$ cat src/design/mcpd_pkg.sv
// Shared types and constants for the multi-class priority deque unit.
// No dependencies; every other file of the block refers to this package.
package mcpd_pkg;

  localparam int ACTION_W = 2;
  localparam int QIDX_W   = 5;
  localparam int TAG_W    = 16;
  localparam int OCC_W    = 3;

  // Request action codes; any code with the high bit set serves the head.
  localparam logic [ACTION_W-1:0] ACT_REGULAR = 2'd0;
  localparam logic [ACTION_W-1:0] ACT_URGENT  = 2'd1;
  localparam logic [ACTION_W-1:0] ACT_SERVE   = 2'd2;

  typedef enum logic [1:0] {
    OUT_ADDED  = 2'd0,
    OUT_FULL   = 2'd1,
    OUT_SERVED = 2'd2,
    OUT_EMPTY  = 2'd3
  } outcome_t;

  typedef enum logic [1:0] {
    ST_IDLE,
    ST_DECIDE,
    ST_MOVE,
    ST_EMIT
  } ctl_state_t;

  typedef struct packed {
    logic capture;
    logic reject;
    logic append;
    logic scan_start;
    logic scan_step;
    logic commit;
    logic emit;
  } dp_cmd_t;

  typedef struct packed {
    logic bad;
    logic serve;
    logic urgent;
    logic empty;
    logic full;
    logic scan_done;
    logic out_free;
  } dp_status_t;

endpackage

$ cat src/design/mcpd_req_if.sv
// Request channel of the deque unit: valid/ready handshake and payload.
// Depends on mcpd_pkg for field widths.
interface mcpd_req_if;
  logic                          valid;
  logic                          ready;
  logic [mcpd_pkg::ACTION_W-1:0] action;
  logic [mcpd_pkg::QIDX_W-1:0]   queue_index;
  logic [mcpd_pkg::TAG_W-1:0]    entry_tag;

  modport source (output valid, action, queue_index, entry_tag, input ready);
  modport sink   (input valid, action, queue_index, entry_tag, output ready);
endinterface

$ cat src/design/mcpd_rsp_if.sv
// Result channel of the deque unit: valid/ready handshake and payload.
// Depends on mcpd_pkg for field widths and the outcome type.
interface mcpd_rsp_if;
  logic                       valid;
  logic                       ready;
  mcpd_pkg::outcome_t         outcome;
  logic [mcpd_pkg::TAG_W-1:0] served_tag;
  logic                       served_urgent;
  logic [mcpd_pkg::OCC_W-1:0] occupancy;

  modport source (output valid, outcome, served_tag, served_urgent, occupancy,
                  input ready);
  modport sink   (input valid, outcome, served_tag, served_urgent, occupancy,
                  output ready);
endinterface

$ cat src/design/multi_class_priority_deque_unit.sv
// Multi-class priority deque: NUM_QUEUES bounded queues of QUEUE_DEPTH entries,
// with tail append, urgent head insert and head serve, one result per request.
// Depends on mcpd_pkg, mcpd_req_if, mcpd_rsp_if, mcpd_controller, mcpd_datapath.
//
// One request is in work at a time. A rejected request or a regular append
// goes from decision straight to the result; a serve or an urgent insert first
// moves the queue's entries by one slot through the entry memory, one read and
// one write per cycle (a serve drops the head entry instead of moving it), then
// lands the last write and commits. The next request is taken while a
// finished result still waits in the output register; a result waits only
// when the previous one has not been taken. Queue counts clear at reset;
// entry slots need no clear.
module multi_class_priority_deque_unit #(
  parameter int NUM_QUEUES  = 32,
  parameter int QUEUE_DEPTH = 5,
  parameter int TAG_WIDTH   = 16
) (
  input logic        clk,
  input logic        rst,
  mcpd_req_if.sink   req,
  mcpd_rsp_if.source rsp
);

  mcpd_pkg::dp_cmd_t    cmd;
  mcpd_pkg::dp_status_t st;
  logic                 ctl_ready;

  assign req.ready = ctl_ready;

  mcpd_controller u_ctl (
    .clk       (clk),
    .rst       (rst),
    .req_valid (req.valid),
    .req_ready (ctl_ready),
    .st        (st),
    .cmd       (cmd)
  );

  mcpd_datapath #(
    .NUM_QUEUES  (NUM_QUEUES),
    .QUEUE_DEPTH (QUEUE_DEPTH),
    .TAG_WIDTH   (TAG_WIDTH)
  ) u_dp (
    .clk         (clk),
    .rst         (rst),
    .action      (req.action),
    .queue_index (req.queue_index),
    .entry_tag   (req.entry_tag),
    .cmd         (cmd),
    .st          (st),
    .rsp         (rsp)
  );

endmodule

$ cat src/design/mcpd_datapath.sv
// Datapath of the deque unit: request registers, queue counts, entry memory,
// shift pointers and the result register. Depends on mcpd_pkg, mcpd_rsp_if.
module mcpd_datapath #(
  parameter int NUM_QUEUES  = 32,
  parameter int QUEUE_DEPTH = 5,
  parameter int TAG_WIDTH   = 16
) (
  input  logic                          clk,
  input  logic                          rst,
  input  logic [mcpd_pkg::ACTION_W-1:0] action,
  input  logic [mcpd_pkg::QIDX_W-1:0]   queue_index,
  input  logic [mcpd_pkg::TAG_W-1:0]    entry_tag,
  input  mcpd_pkg::dp_cmd_t             cmd,
  output mcpd_pkg::dp_status_t          st,
  mcpd_rsp_if.source                    rsp
);

  localparam int QW    = (NUM_QUEUES > 1) ? $clog2(NUM_QUEUES) : 1;
  localparam int CW    = $clog2(QUEUE_DEPTH + 1);
  localparam int SLOTS = NUM_QUEUES * QUEUE_DEPTH;
  localparam int AW    = (SLOTS > 1) ? $clog2(SLOTS) : 1;
  localparam int SW    = (TAG_WIDTH < mcpd_pkg::TAG_W) ? TAG_WIDTH : mcpd_pkg::TAG_W;

  // request registers
  logic                        req_serve;
  logic                        req_urgent;
  logic [mcpd_pkg::QIDX_W-1:0] req_q;
  logic [SW-1:0]               req_tag;

  logic [CW-1:0] counts [NUM_QUEUES];
  logic [SW:0]   mem [SLOTS];
  logic [SW:0]   rd_data;

  logic          bad;
  logic [QW-1:0] q_idx;
  logic [CW-1:0] cnt_cur;
  logic [AW-1:0] base;

  logic [CW-1:0] rd_ptr;
  logic [CW-1:0] rd_left;
  logic          pend;
  logic [CW-1:0] pend_src;
  logic [CW-1:0] dst_dn;
  logic [CW-1:0] dst_up;

  logic          mem_we;
  logic [AW-1:0] mem_wa;
  logic [SW:0]   mem_wd;
  logic          mem_re;
  logic [AW-1:0] mem_ra;

  mcpd_pkg::outcome_t res_outcome;
  logic [SW-1:0]      res_tag;
  logic               res_urg;
  logic [CW-1:0]      res_occ;

  logic out_free;

  assign bad     = (32'(req_q) >= NUM_QUEUES);
  assign q_idx   = bad ? '0 : QW'(req_q);
  assign cnt_cur = counts[q_idx];
  assign base    = AW'(32'(q_idx) * QUEUE_DEPTH);
  assign dst_dn  = pend_src - 1'b1;
  assign dst_up  = pend_src + 1'b1;
  assign out_free = !rsp.valid || rsp.ready;

  always_comb begin
    st.bad       = bad;
    st.serve     = req_serve;
    st.urgent    = req_urgent;
    st.empty     = (cnt_cur == '0);
    st.full      = (cnt_cur == CW'(QUEUE_DEPTH));
    st.scan_done = (rd_left == '0) && !pend;
    st.out_free  = out_free;
  end

  // capture the request
  always_ff @(posedge clk) begin
    if (rst) begin
      req_serve  <= 1'b0;
      req_urgent <= 1'b0;
      req_q      <= '0;
      req_tag    <= '0;
    end else if (cmd.capture) begin
      req_serve  <= (action >= mcpd_pkg::ACT_SERVE);
      req_urgent <= (action == mcpd_pkg::ACT_URGENT);
      req_q      <= queue_index;
      req_tag    <= entry_tag[SW-1:0];
    end
  end

  always_ff @(posedge clk) begin
    if (rst) begin
      for (int i = 0; i < NUM_QUEUES; i++) begin
        counts[i] <= '0;
      end
    end else if (cmd.append || (cmd.commit && req_urgent)) begin
      counts[q_idx] <= cnt_cur + 1'b1;
    end else if (cmd.commit) begin
      counts[q_idx] <= cnt_cur - 1'b1;
    end
  end

  // entry memory port selection; the urgent mark rides in the top bit
  assign mem_re = cmd.scan_step && (rd_left != '0);
  assign mem_ra = base + AW'(rd_ptr);

  always_comb begin
    mem_we = 1'b0;
    mem_wa = base + AW'(cnt_cur);
    mem_wd = {1'b0, req_tag};
    if (cmd.append) begin
      mem_we = 1'b1;
    end else if (cmd.commit && req_urgent) begin
      mem_we = 1'b1;
      mem_wa = base;
      mem_wd = {1'b1, req_tag};
    end else if (cmd.scan_step && pend) begin
      mem_wd = rd_data;
      if (req_serve) begin
        // the head slot leaves the queue instead of moving
        mem_we = (pend_src != '0);
        mem_wa = base + AW'(dst_dn);
      end else begin
        mem_we = 1'b1;
        mem_wa = base + AW'(dst_up);
      end
    end
  end

  always_ff @(posedge clk) begin
    if (mem_we) begin
      mem[mem_wa] <= mem_wd;
    end
    if (mem_re) begin
      rd_data <= mem[mem_ra];
    end
  end

  // shift sequencing: serve walks up from the head, urgent walks down to it
  always_ff @(posedge clk) begin
    if (rst) begin
      rd_left <= '0;
      pend    <= 1'b0;
    end else if (cmd.scan_start) begin
      rd_ptr  <= req_serve ? '0 : cnt_cur - 1'b1;
      rd_left <= cnt_cur;
      pend    <= 1'b0;
    end else if (cmd.scan_step) begin
      pend <= mem_re;
      if (mem_re) begin
        rd_ptr   <= req_serve ? rd_ptr + 1'b1 : rd_ptr - 1'b1;
        rd_left  <= rd_left - 1'b1;
        pend_src <= rd_ptr;
      end
    end
  end

  always_ff @(posedge clk) begin
    if (cmd.reject) begin
      res_outcome <= req_serve ? mcpd_pkg::OUT_EMPTY : mcpd_pkg::OUT_FULL;
      res_tag     <= '0;
      res_urg     <= 1'b0;
      res_occ     <= bad ? '0 : cnt_cur;
    end else if (cmd.append) begin
      res_outcome <= mcpd_pkg::OUT_ADDED;
      res_tag     <= '0;
      res_urg     <= 1'b0;
      res_occ     <= cnt_cur + 1'b1;
    end else if (cmd.scan_start) begin
      res_tag <= '0;
      res_urg <= 1'b0;
    end else if (cmd.commit) begin
      res_outcome <= req_serve ? mcpd_pkg::OUT_SERVED : mcpd_pkg::OUT_ADDED;
      res_occ     <= req_serve ? cnt_cur - 1'b1 : cnt_cur + 1'b1;
    end else if (cmd.scan_step && pend && req_serve && (pend_src == '0)) begin
      res_tag <= rd_data[SW-1:0];
      res_urg <= rd_data[SW];
    end
  end

  // output register; holds until taken
  always_ff @(posedge clk) begin
    if (rst) begin
      rsp.valid <= 1'b0;
    end else if (cmd.emit) begin
      rsp.valid <= 1'b1;
    end else if (rsp.ready) begin
      rsp.valid <= 1'b0;
    end
  end

  always_ff @(posedge clk) begin
    if (cmd.emit) begin
      rsp.outcome       <= res_outcome;
      rsp.served_tag    <= mcpd_pkg::TAG_W'(res_tag);
      rsp.served_urgent <= res_urg;
      rsp.occupancy     <= mcpd_pkg::OCC_W'(res_occ);
    end
  end

  a_count_bound: assert property (@(posedge clk) disable iff (rst)
    cnt_cur <= CW'(QUEUE_DEPTH))
    else $error("queue count exceeds depth");

  a_append_room: assert property (@(posedge clk) disable iff (rst)
    cmd.append |-> !bad && !st.full && !req_serve)
    else $error("append issued without room");

  a_commit_idle: assert property (@(posedge clk) disable iff (rst)
    cmd.commit |-> !pend && (rd_left == '0))
    else $error("commit with shift still in flight");

  a_emit_free: assert property (@(posedge clk) disable iff (rst)
    cmd.emit |-> out_free)
    else $error("result overwrites one not yet taken");

endmodule

$ cat src/design/mcpd_controller.sv
// Sequencer of the deque unit: accepts a request, decides the action and
// steps the datapath through shifts and result hand-off. Depends on mcpd_pkg.
module mcpd_controller (
  input  logic                 clk,
  input  logic                 rst,
  input  logic                 req_valid,
  output logic                 req_ready,
  input  mcpd_pkg::dp_status_t st,
  output mcpd_pkg::dp_cmd_t    cmd
);

  mcpd_pkg::ctl_state_t state;
  mcpd_pkg::ctl_state_t state_next;

  always_ff @(posedge clk) begin
    if (rst) begin
      state <= mcpd_pkg::ST_IDLE;
    end else begin
      state <= state_next;
    end
  end

  always_comb begin
    state_next = state;
    cmd        = '0;
    req_ready  = (state == mcpd_pkg::ST_IDLE) && !rst;
    unique case (state)
      mcpd_pkg::ST_IDLE: begin
        if (req_valid) begin
          cmd.capture = 1'b1;
          state_next  = mcpd_pkg::ST_DECIDE;
        end
      end
      mcpd_pkg::ST_DECIDE: begin
        if (st.bad || (st.serve && st.empty) || (!st.serve && st.full)) begin
          cmd.reject = 1'b1;
          state_next = mcpd_pkg::ST_EMIT;
        end else if (!st.serve && !st.urgent) begin
          cmd.append = 1'b1;
          state_next = mcpd_pkg::ST_EMIT;
        end else begin
          cmd.scan_start = 1'b1;
          state_next     = mcpd_pkg::ST_MOVE;
        end
      end
      mcpd_pkg::ST_MOVE: begin
        cmd.scan_step = 1'b1;
        if (st.scan_done) begin
          cmd.commit = 1'b1;
          state_next = mcpd_pkg::ST_EMIT;
        end
      end
      mcpd_pkg::ST_EMIT: begin
        // hold until the output register is free
        if (st.out_free) begin
          cmd.emit   = 1'b1;
          state_next = mcpd_pkg::ST_IDLE;
        end
      end
      default: begin
        state_next = mcpd_pkg::ST_IDLE;
      end
    endcase
  end

endmodule
$ cat src/flat_wrapper.sv
// flat-port wrapper written by rule: the top's interface ports become plain ports
module multi_class_priority_deque_unit_flat 
#(
  parameter int NUM_QUEUES  = 32,
  parameter int QUEUE_DEPTH = 5,
  parameter int TAG_WIDTH   = 16
)
  (clk, rst, req_valid, req_action, req_queue_index, req_entry_tag, req_ready, rsp_valid, rsp_outcome, rsp_served_tag, rsp_served_urgent, rsp_occupancy, rsp_ready);
  mcpd_req_if req_i ();
  mcpd_rsp_if rsp_i ();
  input logic clk;
  input logic rst;
  input wire logic [$bits(req_i.valid)-1:0] req_valid;
  input wire logic [$bits(req_i.action)-1:0] req_action;
  input wire logic [$bits(req_i.queue_index)-1:0] req_queue_index;
  input wire logic [$bits(req_i.entry_tag)-1:0] req_entry_tag;
  output wire logic [$bits(req_i.ready)-1:0] req_ready;
  output wire logic [$bits(rsp_i.valid)-1:0] rsp_valid;
  output wire logic [$bits(rsp_i.outcome)-1:0] rsp_outcome;
  output wire logic [$bits(rsp_i.served_tag)-1:0] rsp_served_tag;
  output wire logic [$bits(rsp_i.served_urgent)-1:0] rsp_served_urgent;
  output wire logic [$bits(rsp_i.occupancy)-1:0] rsp_occupancy;
  input wire logic [$bits(rsp_i.ready)-1:0] rsp_ready;
  assign req_i.valid = req_valid;
  assign req_i.action = req_action;
  assign req_i.queue_index = req_queue_index;
  assign req_i.entry_tag = req_entry_tag;
  assign req_ready = req_i.ready;
  assign rsp_valid = rsp_i.valid;
  assign rsp_outcome = rsp_i.outcome;
  assign rsp_served_tag = rsp_i.served_tag;
  assign rsp_served_urgent = rsp_i.served_urgent;
  assign rsp_occupancy = rsp_i.occupancy;
  assign rsp_i.ready = rsp_ready;
  multi_class_priority_deque_unit #(.NUM_QUEUES(NUM_QUEUES), .QUEUE_DEPTH(QUEUE_DEPTH), .TAG_WIDTH(TAG_WIDTH)) u_core (.clk(clk), .rst(rst), .req(req_i), .rsp(rsp_i));
endmodule
$ cat config.mk
export PLATFORM = sky130hd
export DESIGN_NAME = multi_class_priority_deque_unit_flat
export DESIGN_NICKNAME = d
export VERILOG_FILES = /design/src/design/mcpd_pkg.sv /design/src/design/mcpd_req_if.sv /design/src/design/mcpd_rsp_if.sv /design/src/design/multi_class_priority_deque_unit.sv /design/src/design/mcpd_datapath.sv /design/src/design/mcpd_controller.sv /design/src/flat_wrapper.sv
export SDC_FILE = /design/constraint.sdc
export NUM_CORES = 2
export LEC_CHECK = 0
export BUFFER_PORTS_ARGS = -buffer_cell sky130_fd_sc_hd__buf_4
export CAP_MARGIN = 10
export CORE_MARGIN = 2
export CORE_UTILIZATION = 30
export DETAILED_ROUTE_END_ITERATION = 10
export HOLD_SLACK_MARGIN = 0.03
export PLACE_DENSITY = 0.45
export SLEW_MARGIN = 20
export SYNTH_ARGS = -nofsm -noshare
export SYNTH_HDL_FRONTEND = slang
export SYNTH_SLANG_ARGS = --single-unit
$ cat constraint.sdc
create_clock -name clk -period 9.9 [get_ports clk]
set_input_delay 0.495 -clock clk [delete_from_list [all_inputs] [get_ports clk]]
set_output_delay 0.495 -clock clk [all_outputs]
set_load 0.01 [all_outputs]
==> Yosys cells after proc, flatten, opt, wreduce, memory -nomap -nowiden <==
Memories as Yosys holds them, arrays and structs flattened. A register that Yosys moved wholly into a read port is not among the register bits.
Cells that the tools add are included.
Widths: inputs -> output; s select.
{ "classes": {"n_addsub": 11, "multipliers": 1, "n_lt_le_gt_ge": 1, "n_eq_ne": 9, "mux": 66, "bitwise_logic": 4, "n_reduce_logical": 37} }
{ "ops": {"columns": ["cell", "count"], "rows": [
  ["$mux 17", 3],
  ["$mux 3", 16],
  ["$add 8x3->8", 4],
  ["$mux 8", 4],
  ["$mux 1", 27],
  ["$mux 2", 12],
  ["$mux 5", 3],
  ["$sub 3x1->3 const B", 4],
  ["$logic_and 1x1->1", 10],
  ["$add 3x1->3 const B", 3],
  ["$logic_not 3->1", 3],
  ["$reduce_bool 3->1", 3],
  ["$mul 5x3->8 const B", 1],
  ["$pmux 2 s4", 1],
  ["$reduce_and 2->1", 3],
  ["$reduce_and 3->1", 2],
  ["$reduce_bool 2->1", 3],
  ["$reduce_or 3->1", 2],
  ["$logic_not 1->1", 5],
  ["$eq 2x1->1 const B", 2],
  ["$eq 2x2->1 const B", 2],
  ["$ne 2x2->1 const B", 2],
  ["$reduce_and 4->1", 1],
  ["$eq 3x3->1 const B", 1],
  ["8 further kinds", 12]
]} }
{ "totals": {"ff_bits": 80, "ram_bits": 2816, "n_memories": 2} }
{ "mem_list": {"columns": ["memory", "words", "width", "read_ports", "rd_ports_with_merged_regs", "write_ports", "line_no", "source"], "rows": [
  ["u_core.u_dp.mem", 160, 17, 1, 1, 1, "mcpd_datapath.sv:31", "logic [SW:0] mem [SLOTS];"],
  ["u_core.u_dp.counts", 32, 3, 1, 1, 32, "mcpd_datapath.sv:30", "logic [CW-1:0] counts [NUM_QUEUES];"]
]} }

==> Depth between registers and ports, before layout <==
{ "logic_depth": {"ltp_word": 12, "ltp_mapped": 19, "depth_no_buf": 15} }

==> Hierarchy <==
From an unflattened synthesis, not the netlist that was laid out.
{ "hier_totals": {"hier_cells": 5566, "hier_area_um2": 114083.2} }
{ "by_module_without_submodules": {"columns": ["mod", "instances", "cells_per_inst", "area_each_um2"], "rows": [
  ["mcpd_datapath", 1, 5529, 113777.9],
  ["mcpd_controller", 1, 37, 305.3]
]} }

==> Least setup slack after synthesis <==
No wires, ideal clock.
{ "synth_timing": {"kind": "register to register", "from": "reg with a tool-made name", "to": "mem u_core.u_dp.mem[0][16] (netlist bit) (data pin)", "t_arrival_ns": 6.606, "path_slack_ns": 2.350, "path_stages_with_launch": 12, "period_less_slack_ns": 7.550, "cell_sequence": "dfxtp_1 > buf_6 > buf_2 > buf_1 > mux4_2 > mux4_2 > mux2i_1 > ha_1 > nor2b_1 > o41a_1 > nor2_1 > nor2_1"} }
{ "synth_rtl": {"columns": ["element", "line_no"], "rows": [
  ["to (decl)", "mcpd_datapath.sv:31"]
]} }

==> impl_metrics.yaml <==
final_layout:
  final_util: 0.350
  nets: 5381
  area_delta_synth_final_pct: 15.9
  multi_input_area_sq_um: 26100
  drive_gt1_frac: 0.301
  fillCellCount: 34500
  instances_no_fill: 10600
  regArea_sq_um: 87100
floorplan:
  die_area_sq_um: 384000
  die_w_um: 619
  die_height_um: 619
  fp.coreArea_sq_um: 376000
  ios: 51
  rows: 225
  initial_utilization: 0.302
placed_design:
  placed_cells: 9971
  io_buffer_count: 50
  place_hpwl_um: 192000
  gp_congestion: 0.849
  place_ws_ns: 3.08
grt:
  grtUsageTotal: 0.168
  grt_pass1_wl_um: 454000
  grt_pass1_vias: 54600
  antenna_found_initial: 36
  overflow: 0
  grt_max_degree: 133
logic_synthesis:
  synth_seq_cells: 2918
  synth-edff-count: 2866
  synth-seq-area-share: 0.767
  ys_types: 63
  synth_fp_nets: 5139
  synthArstFlopShare: 0
  synthFlopType: "edfxtp_1"
  yosysWarnings: 0
  synth.avg_cell_area_sq_um: 22.4
  synthCells: 5080
  netlist_area_sq_um: 114000
power:
  ir_worst_vdd_mv: 0.266
  p_leak_nw: 40.4
  powerDensity_nw_per_um2: 266
timing:
  period_share: 0.687
  rsz0062_at_grt: "false"
  max_freq_mhz: 147
  fin_crit_ns: 6.80
  hold_viol: 0
  setup_violations: 0
  worstMarginPinSlew_ns: 1.25
  max-slew-margin-rel: 0.166
  slew_viol_final: 0
  clock_skew_ns: 0.0624
  fin_ws_ns: 3.10
  finalSetupTns_ns: 0
clock_tree:
  cts_tree: "built"
  numCtsBuffers: 318
  cts.sinks: 2918
  clk_pin_slew_ns: 0.06
  cts_root_buf: "clkbuf_16"
  htreeDepth: 5
  cts_resized: 0
  postCtsSetupRepairBufs: 0
  holdBufCountCts: 24
  worstSkewPairLatency_ns: 0.91
  cts_buffer_depth: 4
run_status:
  outcome: "complete, no violations"
routing:
  wire_per_inst_um: 30.9
  drc: 0
  firstDrtPassIters: 5
  dr.first_iter.drc_count: 5947
  dr_total_vias: 53800
  vias_per_cell: 5.08
  detail-route-antenna-nets: 0
  routed_wl_um: 327000
worst_setup_path:
  worst_setup_path_end_kind: "flip-flop"
  critical_path_class: "flip-flop to flip-flop"
  required_ns: 10.42
  start_kind: "flip-flop"
  worstPathMaxFanout: 32
  arrival_ns: 7.32
hold_path:
  hold_path.class: "primary input to flip-flop"
run:
  cap_violations: 0
==> worst max-delay path: stages, from the launching register on <==
cell and delay (ns):
dfxtp_2 0.99, mux4_2 0.43, mux4_2 0.50, mux2i_1 0.15
buf_4 0.19, inv_1 0.23, ha_1 0.34, nor2b_1 0.18
o41a_1 0.37, a211oi_1 0.57, o21a_1 0.57, o21ai_2 0.50
buf_4 0.45, nor2_2 0.88
==> cell families after synthesis <==
| logic type | count (synthesis) | synth area share |
|---|---|---|
| compound gates | 204 | 0.0123 |
| xor+xnor | 26 | 0.00200 |
| fa+ha+maj | 32 | 0.00392 |
| buf+inv | 311 | 0.0108 |
| flops | 2918 | 0.767 |
| mux | 980 | 0.180 |
| simple gates | 609 | 0.0237 |
==> Yosys cell counts (2+ instances only) <==
cell	instances	share of area
or4_1	6	0.00040
and2_1	8	0.00044
xnor2_1	21	0.0016
mux2i_1	108	0.0095
o21ai_1	10	0.00044
or3_1	2	0.00011
o21a_1	3	0.00020
buf_6	4	0.00040
a211oi_1	12	0.00079
and3_4	2	0.00020
inv_1	16	0.00053
nand4b_1	3	0.00023
and3_1	21	0.0012
a21oi_1	63	0.0028
o31ai_1	4	0.00026
dfxtp_1	52	0.0092
o21ai_0	10	0.00044
edfxtp_1	2866	0.76
nand2_1	206	0.0068
nand3b_1	4	0.00026
nor3b_1	3	0.00020
a32oi_1	34	0.0026
buf_1	64	0.0021
mux4_2	853	0.17
nand2b_1	5	0.00028
o21bai_1	32	0.0021
nand4_1	3	0.00017
nor2_2	8	0.00044
nor3_1	68	0.0030
a22oi_1	8	0.00053
or2_2	6	0.00033
a31oi_1	2	0.00011
nand3_1	34	0.0015
clkbuf_1	214	0.0071
buf_2	11	0.00048
a21o_1	4	0.00026
fa_1	6	0.0011
o211ai_1	12	0.00079
nor2_1	212	0.0070
nor2b_1	8	0.00044
or3b_2	2	0.00015
xor2_1	5	0.00039
ha_1	26	0.0029
mux2_2	19	0.0019
nor4_1	2	0.00011
==> flip-flops by register name, summed over array words and instances (netlist names), named ones only <==
register                       count
u_core.u_dp.counts                96
u_core.u_ctl.state                 2
u_core.u_dp.pend_src               3
u_core.u_dp.res_outcome            2
u_core.u_dp.rsp.outcome            2
u_core.u_dp.rsp.served_urgent      1
u_core.u_dp.req_serve              1
u_core.u_dp.rd_left                3
u_core.u_dp.rsp.served_tag        16
u_core.u_dp.res_occ                3
u_core.u_dp.q_idx                  5
u_core.u_dp.rd_ptr                 3
u_core.u_dp.res_tag               16
u_core.u_dp.rsp.occupancy          3
u_core.u_dp.mem                 2720
u_core.u_dp.req_tag               16
u_core.u_dp.rsp.valid              1
u_core.u_dp.req_urgent             1
u_core.u_dp.res_urg                1
u_core.u_dp.pend                   1
u_core.u_dp.rd_data               17
==> final cells by class <==
cell class,count,share of cell area
flip-flops and latches,2918,0.661
well taps,4994,0.0474
clock buffers,385,0.0638
multi-input cells,1851,0.198
repair buffers,217,0.0143
diodes,9,0.000171
clock inverters,188,0.0140
inverters,16,0.000456
==> where the power goes <==
group | total (mW) | switching, mW | internal [mW]
clock | 11.8 | 4.92 | 6.89
combinational | 8.81 | 5.74 | 3.07
sequential | 14.5 | 0.112 | 14.3
total | 35.1 | 10.8 | 24.3
==> final timing paths <==
kind	startpoint	to	slack [ns]	cells after the start
setup / recovery	flip-flop	u_core.u_dp.mem[80][15]	3.10	13
hold / removal	req_valid	u_core.u_ctl.state[0]	0.14	5
setup reg to reg	flip-flop	u_core.u_dp.mem[80][15]	3.10	13
hold reg to reg	u_core.u_dp.res_tag[0]	u_core.u_dp.rsp.served_tag[0]	0.42	0
==> layer usage <==
layer / track usage / vias up / wire (um)
li1: - / 21900 / -
met1: 0.248 / 29800 / 149000
met2: 0.262 / 1723 / 151000
met3: 0.0241 / 343 / 18200
met4: 0.0392 / 6 / 7840
met5: 0 / - / 31
==> layout by cell type (no fill, tap or decap), types with 10 or more instances in the layout <==
cell / netlist / final
nand3_1: 34 / 30
a211oi_1: 12 / 12
mux4_2: 853 / 853
buf_12: 1 / 14
a32oi_1: 34 / 34
buf_4: 1 / 178
nor2_2: 8 / 99
edfxtp_1: 2866 / 2866
nor2_1: 212 / 98
o211ai_1: 12 / 12
o21bai_1: 32 / 32
a21oi_1: 63 / 63
clkinv_2: 0 / 54
clkinv_1: 0 / 75
xnor2_1: 21 / 15
mux2i_1: 108 / 108
bufinv_16: 0 / 32
inv_1: 16 / 16
nor2_4: 0 / 23
dfxtp_1: 52 / 51
clkbuf_1: 214 / 56
nor3_1: 68 / 66
inv_6: 0 / 11
dlygate4sd3_1: 0 / 24
mux2_8: 0 / 16
ha_1: 26 / 25
o21ai_0: 10 / 10
clkbuf_16: 0 / 325
and3_1: 21 / 21
nand2_1: 206 / 205
==> stage by stage <==
stage	hold slack [ns]	power, mW	cell area (sq um)
after floorplan	0.400	19.6	114000
after global placement	0.412	23.6	121000
after detailed placement	0.419	23.6	121000
after CTS	0.0544	35.5	132000
after global routing	0.165	36.2	132000
final	0.140	35.1	132000
No activity file was read; power rests on OpenSTA's default activity.
